===== config.mk =====
export PLATFORM = sky130hd
export DESIGN_NAME = length_prefixed_frame_deframer
export DESIGN_NICKNAME = d
export VERILOG_FILES = /design/src/design/lpfd_pkg.sv /design/src/design/lpfd_parse.sv /design/src/design/length_prefixed_frame_deframer.sv
export SDC_FILE = /design/constraint.sdc
export NUM_CORES = 1
export LEC_CHECK = 0
export BUFFER_PORTS_ARGS = -buffer_cell sky130_fd_sc_hd__clkbuf_2
export CORE_MARGIN = 5
export CORE_UTILIZATION = 35
export DETAILED_ROUTE_END_ITERATION = 8
export PLACE_DENSITY = 0.62
export SLEW_MARGIN = 30
export SYNTH_ARGS = -nofsm -noshare
export SYNTH_HDL_FRONTEND = slang
export SYNTH_SLANG_ARGS = --single-unit
export TNS_END_PERCENT = 20

===== constraint.sdc =====
create_clock -name clk -period 6.5 [get_ports clk]
set_input_delay 0.325 -clock clk [delete_from_list [all_inputs] [get_ports clk]]
set_output_delay 0.325 -clock clk [all_outputs]
set_load 0.02 [all_outputs]

===== src/design/lpfd_pkg.sv =====
`default_nettype none

package lpfd_pkg;

    // frame markers
    localparam logic [7:0] MARK_SHORT = 8'hC1;
    localparam logic [7:0] MARK_LONG  = 8'hC2;

    // smallest legal frame sizes for each marker form
    localparam logic [15:0] MIN_SHORT_SIZE = 16'd3;
    localparam logic [15:0] MIN_LONG_SIZE  = 16'd4;

    // reset value of the size limit register
    localparam logic [15:0] MAX_SIZE_RESET = 16'd4096;

    // error codes reported with each word
    localparam logic [1:0] ERR_NONE   = 2'd0;
    localparam logic [1:0] ERR_MARKER = 2'd1;
    localparam logic [1:0] ERR_SIZE   = 2'd2;

    // register index of the size limit
    localparam logic REG_MAX_SIZE = 1'b0;

    // one result per received byte
    typedef struct packed {
        logic [7:0]  out_byte;
        logic        in_frame;
        logic        frame_first;
        logic        frame_last;
        logic [7:0]  head_code;
        logic [15:0] frame_length;
        logic [1:0]  error_code;
    } lpfd_result_t;

endpackage

`default_nettype wire


===== src/design/lpfd_parse.sv =====
`default_nettype none

module lpfd_parse (
    input  wire logic                  clk,
    input  wire logic                  rst_n,
    input  wire logic [15:0]           max_frame_size,
    input  wire logic                  in_valid,
    output logic                       in_ready,
    input  wire logic [7:0]            rx_byte,
    input  wire logic                  datagram_last,
    output logic                       out_valid,
    input  wire logic                  out_ready,
    output lpfd_pkg::lpfd_result_t     result
);
    import lpfd_pkg::*;

    typedef enum logic [2:0] {
        PH_WAIT,
        PH_SIZE,
        PH_SIZE_LOW,
        PH_HEAD,
        PH_BODY
    } phase_t;

    phase_t       phase_reg, phase_next;
    logic         long_form_reg, long_form_next;
    logic [7:0]   size_high_reg, size_high_next;
    logic [15:0]  declared_size_reg, declared_size_next;
    logic [15:0]  bytes_seen_reg, bytes_seen_next;
    logic [7:0]   held_head_reg, held_head_next;
    logic         discarding_reg, discarding_next;
    logic         valid_reg;
    lpfd_result_t result_reg, result_next;

    logic         accept;
    logic [15:0]  bytes_inc;
    logic [15:0]  size_short;
    logic [15:0]  size_long;
    logic [7:0]   head_sel;

    // result register frees up when empty or being drained
    assign in_ready = !valid_reg || out_ready;
    assign accept   = in_valid && in_ready;
    assign out_valid = valid_reg;
    assign result    = result_reg;

    assign bytes_inc  = bytes_seen_reg + 16'd1;
    assign size_short = {8'd0, rx_byte};
    assign size_long  = {size_high_reg, rx_byte};
    assign head_sel   = (phase_reg == PH_HEAD) ? rx_byte : held_head_reg;

    // per-byte parse step
    always_comb
    begin
        phase_next         = phase_reg;
        long_form_next     = long_form_reg;
        size_high_next     = size_high_reg;
        declared_size_next = declared_size_reg;
        bytes_seen_next    = bytes_seen_reg;
        held_head_next     = held_head_reg;
        discarding_next    = discarding_reg;

        result_next              = '0;
        result_next.out_byte     = rx_byte;
        result_next.error_code   = ERR_NONE;

        if (discarding_reg)
        begin
            // drop until the datagram ends
            if (datagram_last)
                discarding_next = 1'b0;
        end
        else
        begin
            case (phase_reg)
                PH_SIZE:
                begin
                    bytes_seen_next = bytes_inc;
                    if (long_form_reg)
                    begin
                        size_high_next       = rx_byte;
                        phase_next           = PH_SIZE_LOW;
                        result_next.in_frame = 1'b1;
                    end
                    else if (size_short >= MIN_SHORT_SIZE && size_short <= max_frame_size)
                    begin
                        declared_size_next   = size_short;
                        phase_next           = PH_HEAD;
                        result_next.in_frame = 1'b1;
                    end
                    else
                    begin
                        result_next.error_code = ERR_SIZE;
                        phase_next             = PH_WAIT;
                        discarding_next        = !datagram_last;
                    end
                end
                PH_SIZE_LOW:
                begin
                    bytes_seen_next = bytes_inc;
                    if (size_long >= MIN_LONG_SIZE && size_long <= max_frame_size)
                    begin
                        declared_size_next   = size_long;
                        phase_next           = PH_HEAD;
                        result_next.in_frame = 1'b1;
                    end
                    else
                    begin
                        result_next.error_code = ERR_SIZE;
                        phase_next             = PH_WAIT;
                        discarding_next        = !datagram_last;
                    end
                end
                PH_HEAD, PH_BODY:
                begin
                    held_head_next       = head_sel;
                    bytes_seen_next      = bytes_inc;
                    result_next.in_frame = 1'b1;
                    if (bytes_inc >= declared_size_reg)
                    begin
                        result_next.frame_last   = 1'b1;
                        result_next.head_code    = head_sel;
                        result_next.frame_length = declared_size_reg;
                        phase_next               = PH_WAIT;
                    end
                    else
                        phase_next = PH_BODY;
                end
                default:
                begin
                    // expecting a marker
                    if (rx_byte == MARK_SHORT || rx_byte == MARK_LONG)
                    begin
                        long_form_next          = (rx_byte == MARK_LONG);
                        bytes_seen_next         = 16'd1;
                        phase_next              = PH_SIZE;
                        result_next.in_frame    = 1'b1;
                        result_next.frame_first = 1'b1;
                    end
                    else
                    begin
                        result_next.error_code = ERR_MARKER;
                        phase_next             = PH_WAIT;
                        discarding_next        = !datagram_last;
                    end
                end
            endcase
        end
    end

    // parser state and result register
    always_ff @(posedge clk or negedge rst_n)
    begin
        if (!rst_n)
        begin
            phase_reg         <= PH_WAIT;
            long_form_reg     <= 1'b0;
            size_high_reg     <= '0;
            declared_size_reg <= '0;
            bytes_seen_reg    <= '0;
            held_head_reg     <= '0;
            discarding_reg    <= 1'b0;
            valid_reg         <= 1'b0;
            result_reg        <= '0;
        end
        else
        begin
            if (accept)
            begin
                phase_reg         <= phase_next;
                long_form_reg     <= long_form_next;
                size_high_reg     <= size_high_next;
                declared_size_reg <= declared_size_next;
                bytes_seen_reg    <= bytes_seen_next;
                held_head_reg     <= held_head_next;
                discarding_reg    <= discarding_next;
                result_reg        <= result_next;
                valid_reg         <= 1'b1;
            end
            else if (out_ready)
                valid_reg <= 1'b0;
        end
    end

endmodule

`default_nettype wire


===== src/design/length_prefixed_frame_deframer.sv =====
// the result word is registered: it appears in the cycle after its input word is accepted
// throughput: one byte per cycle while m_tready takes each result, set by the single parse step
// feeding the result register; a new word is taken as the register drains in the same cycle
// reset: asynchronous, active low; parser waits for a marker, size limit returns to 4096
`default_nettype none

module length_prefixed_frame_deframer (
    input  wire logic        clk,
    input  wire logic        rst_n,
    // configuration port
    input  wire logic        psel,
    input  wire logic        penable,
    input  wire logic        pwrite,
    input  wire logic [2:0]  paddr,
    input  wire logic [31:0] pwdata,
    output logic [31:0]      prdata,
    output logic             pready,
    // received byte stream
    input  wire logic        s_tvalid,
    output logic             s_tready,
    input  wire logic [7:0]  s_tdata,   // [7:0] rx_byte
    input  wire logic        s_tlast,   // datagram_last
    // per-byte results
    output logic             m_tvalid,
    input  wire logic        m_tready,
    output logic [31:0]      m_tdata,   // [7:0] out_byte, [15:8] head_code, [31:16] frame_length
    output logic [3:0]       m_tuser,   // [0] in_frame, [1] frame_first, [3:2] error_code
    output logic             m_tlast    // frame_last
);
    import lpfd_pkg::*;

    logic [15:0]  max_frame_size_reg;
    logic         cfg_write;
    lpfd_result_t result;

    // size limit register
    assign pready    = 1'b1;
    assign cfg_write = psel && penable && pwrite && pready && (paddr[2] == REG_MAX_SIZE);

    always_ff @(posedge clk or negedge rst_n)
    begin
        if (!rst_n)
            max_frame_size_reg <= MAX_SIZE_RESET;
        else if (cfg_write)
            max_frame_size_reg <= pwdata[15:0];
    end

    assign prdata = (paddr[2] == REG_MAX_SIZE) ? {16'd0, max_frame_size_reg} : 32'd0;

    // parser with result register
    lpfd_parse u_parse (
        .clk            (clk),
        .rst_n          (rst_n),
        .max_frame_size (max_frame_size_reg),
        .in_valid       (s_tvalid),
        .in_ready       (s_tready),
        .rx_byte        (s_tdata),
        .datagram_last  (s_tlast),
        .out_valid      (m_tvalid),
        .out_ready      (m_tready),
        .result         (result)
    );

    // pack the result word
    assign m_tdata = {result.frame_length, result.head_code, result.out_byte};
    assign m_tuser = {result.error_code, result.frame_first, result.in_frame};
    assign m_tlast = result.frame_last;

    // a frame end or frame start is always part of an accepted frame
    assert property (@(posedge clk) disable iff (!rst_n)
        m_tvalid && (m_tlast || m_tuser[1]) |-> m_tuser[0] && m_tuser[3:2] == ERR_NONE)
        else $error("frame boundary word outside a frame");

    // an error word never belongs to a frame
    assert property (@(posedge clk) disable iff (!rst_n)
        m_tvalid && m_tuser[3:2] != ERR_NONE |-> !m_tuser[0])
        else $error("error word marked in frame");

    // length and head code only appear on a frame end
    assert property (@(posedge clk) disable iff (!rst_n)
        m_tvalid && !m_tlast |-> m_tdata[31:8] == 24'd0)
        else $error("length or head code outside frame end");

    // a stalled result blocks the input side
    assert property (@(posedge clk) disable iff (!rst_n)
        m_tvalid && !m_tready |-> !s_tready)
        else $error("input taken while result stalled");

endmodule

`default_nettype wire

==> impl_metrics.json <==
{
  "vias": 5237,
  "critPathMaxStageDelay_ns": 0.65,
  "synthArstFlopShare_pct": 100.0,
  "hpwl_um": 11540,
  "cts_hold_buffers": 0,
  "status": "finished with violations",
  "fin_crit_ns": 3.464,
  "path_common_cell": "ha_1",
  "place_congestion": 0.8398,
  "violations": "negative hold slack",
  "cp_max_fo": 26,
  "cp_top_family": "compound AO/OA/AOI/OAI gates",
  "worst_slew_pin_slew_ns": 0.8635,
  "cts.sink_count": 107,
  "synth_largest_area_cell": "dfrtp_1",
  "use_met2_pct": 24.95,
  "vias_per_cell": 5.433,
  "yosys-top-cells-area": "dfrtp_1 (42%), ha_1 (6.5%), mux2_2 (6.0%)",
  "fmax_ghz": 0.2887,
  "p_comb_share_pct": 35.1,
  "drive_above_1_share_pct": 21.36,
  "cts_root_buffer": "clkbuf_16",
  "timing.setup.tns_ns": 0,
  "internal-power_uw": 1336,
  "peakVddDrop_v": 0.0001886,
  "die_h_um": 145.1,
  "timing_hold_violations_final": 5,
  "start_util_pct": 35.56,
  "grtUsageMet1_pct": 21.03,
  "antennaDiodeCount": 0,
  "p_switching_uw": 818.2,
  "whs_ns": -0.01317,
  "h-tree-depth": 3,
  "grt_usage_pct": 15.62,
  "n_fill_cell": 1791,
  "crit_chain": "ha_1 -> nand3_1 -> or2_1 -> nor2_1 -> nand2_1 -> xnor2_1 -> ha_1 -> a21o_1 -> a21oi_1 -> o211a_2 -> o21ai_1",
  "largest_reg_flops": 37,
  "critPathArrivalTime_ns": 3.67,
  "die_area_mm2": 0.02106,
  "final_nets": 815,
  "yosysSeqAreaShare_pct": 41.93,
  "cts_setup_buffers": 0,
  "drcViolationCount": 0,
  "fin_worst_skew_ns": 0.01120,
  "p_sw_share_pct": 37.98,
  "r2r_end": "u_parse.result[13]$_DFFE_PN0P_",
  "setup_viol": 0,
  "cts_made_buffers": 9,
  "final.period_utilization_pct": 53.29,
  "dr.pass1.iters": 5,
  "met3_usage_pct": 4.459,
  "hold_class": "input pin to asynchronous set/reset pin",
  "drt-wirelength-per-cell_um": 17.01,
  "seq_area_mm2": 0.002679,
  "core_mm2": 0.01796,
  "final_common_cell": "dfrtp_1",
  "required_ns": 6.70,
  "grt-ovfl-total": 0,
  "cp.buffers_inverters": 0,
  "io_pins": 123,
  "rsz0062_at_grt": "no",
  "syn_inst": 672,
  "area_growth_pct": 12.38,
  "cellLeakagePower_uw": 0.003396,
  "grt-busiest-layer": "met2",
  "place_ws_ns": 3.069,
  "r2r_start": "u_parse.bytes_seen_reg[0]$_DFFE_PN0P_",
  "r2r_slack_ns": 3.04,
  "antenna_left": 0,
  "worstSetupPathType": "flop to flop",
  "die-width_um": 145.1,
  "grt_pass1_vias": 5095,
  "maxSlewViolCount": 0,
  "maxCapViolations": 0,
  "clock_latency_ns": 0.36,
  "synth_flop_cell": "dfrtp_1",
  "relSlewSlack_pct": 42.13,
  "ys_types": 62,
  "worst_setup_path_end_kind": "flop",
  "clockBufferDepth": 2,
  "p_per_area_mw_per_mm2": 300.1,
  "grt_max_degree": 61,
  "numPortBuffers": 87,
  "seqPwrFrac_pct": 41.2,
  "wl_um": 16390,
  "cts_tree": "done",
  "grt_pass1_wl_um": 27330,
  "multiInputGateArea_mm2": 0.003322,
  "avgSynthCellArea_um2": 9.507,
  "final_cell_mix": "dfrtp_1 (106), clkbuf_2 (86), nand2_1 (62), nand3_1 (50), nor2_1 (42)",
  "syn-cell-area_mm2": 0.006389,
  "path_clk_slew_ns": 0.07,
  "cts.repair.resized": 0,
  "ys_ff_latch": 107,
  "fp-row-count": 49,
  "synth_edf_count": 0,
  "critPathLaunchType": "flop",
  "power_frac_clock_pct": 23.7,
  "rr_worst_depth": 11,
  "setup_ws_ns": 3.036,
  "cp_slowest_cell": "o211a_2",
  "synth.top_cell.area_share_pct": 41.52,
  "drt_iter0_markers": 355,
  "yosys_warnings": 0,
  "antenna_found_initial": 0
}
-- how the worst max path moves through the flow --
stage	from	to	slack [ns]	depth (start not counted)
finish	u_parse.bytes_seen_reg[0]$_DFFE_PN0P_	u_parse.result[13]$_DFFE_PN0P_	3.04	11
global route	u_parse.bytes_seen_reg[0]$_DFFE_PN0P_	u_parse.result[16]$_DFFE_PN0P_	2.80	11
CTS	u_parse.bytes_seen_reg[0]$_DFFE_PN0P_	u_parse.result[13]$_DFFE_PN0P_	3.05	11
detailed placement	u_parse.bytes_seen_reg[0]$_DFFE_PN0P_	u_parse.result[13]$_DFFE_PN0P_	3.07	11
global placement	u_parse.bytes_seen_reg[0]$_DFFE_PN0P_	u_parse.result[12]$_DFFE_PN0P_	2.92	12
floorplan	u_parse.bytes_seen_reg[0]$_DFFE_PN0P_	u_parse.result[17]$_DFFE_PN0P_	3.51	15
-- worst reg2reg max path, stage by stage (launching register included) --
cell	delay (ns)
dfrtp_1	0.45
ha_1	0.27
nand3_1	0.14
or2_1	0.36
nor2_1	0.27
nand2_1	0.13
xnor2_1	0.14
ha_1	0.31
a21o_1	0.16
a21oi_1	0.24
o211a_2	0.65
o21ai_1	0.18
-- layer usage --
layer	share of wire [%]	vias up	wire length [um]
met1	46	2534	7564
met5	0	-	0
met3	7.1	20	1158
li1	-	2521	-
met2	45	162	7441
met4	1.4	0	228
-- Yosys cell counts, types with 8 or more instances --
cell,count
nor2_1,42
ha_1,33
mux2i_1,15
a31oi_1,10
a21oi_1,19
a21o_1,11
nand4_1,15
a32oi_1,16
inv_1,35
a22oi_1,10
dfrtp_1,106
nand2_1,62
xnor2_1,10
nand3_1,50
o21ai_1,41
buf_4,22
o22ai_1,9
mux2_2,34
a311o_1,8
clkbuf_1,26
-- power groups by stage --
stage	sequential (uW)	clock [uW]	combinational, uW
detailed placement	897	0	761
floorplan	872	0	594
global placement	894	0	743
CTS	885	525	763
finish	888	510	757
global route	903	544	854
-- area by class of cell --
cell class / count / area share, %
tap: 229 / 3.991
timing repair buffer: 94 / 6.936
multi-input combinational: 484 / 46.27
sequential: 107 / 37.31
inverter: 35 / 1.830
clock inverter: 2 / 0.1743
clock buffer: 13 / 3.486
-- through the flow --
step                      total power, uW  hold WS, ns  cells  util (%)  instance area (um2)
after floorplan                      1466      0.02941    687         -                 6445
after global placement               1637       0.3967    948     38.39                 6895
after detailed placement             1659       0.3952    948     38.42                 6902
after CTS                            2173     0.008312    963     39.88                 7164
after global routing                 2300      0.04004    964     39.97                 7179
final                                2154     -0.01317    964     39.97                 7179
-- cells by family after synthesis --
family                     share of synthesized area [%]
xor gates and xnor gates                           2.056
other                                             0.1176
muxes                                              9.048
DFF                                                41.93
buffers and inverters                              7.168
and+or+nand+nor                                    15.80
adders and majority gates                          6.463
AOI/OAI and AO/OA                                  17.41
Note: power is estimated with default switching activity, not from simulation.
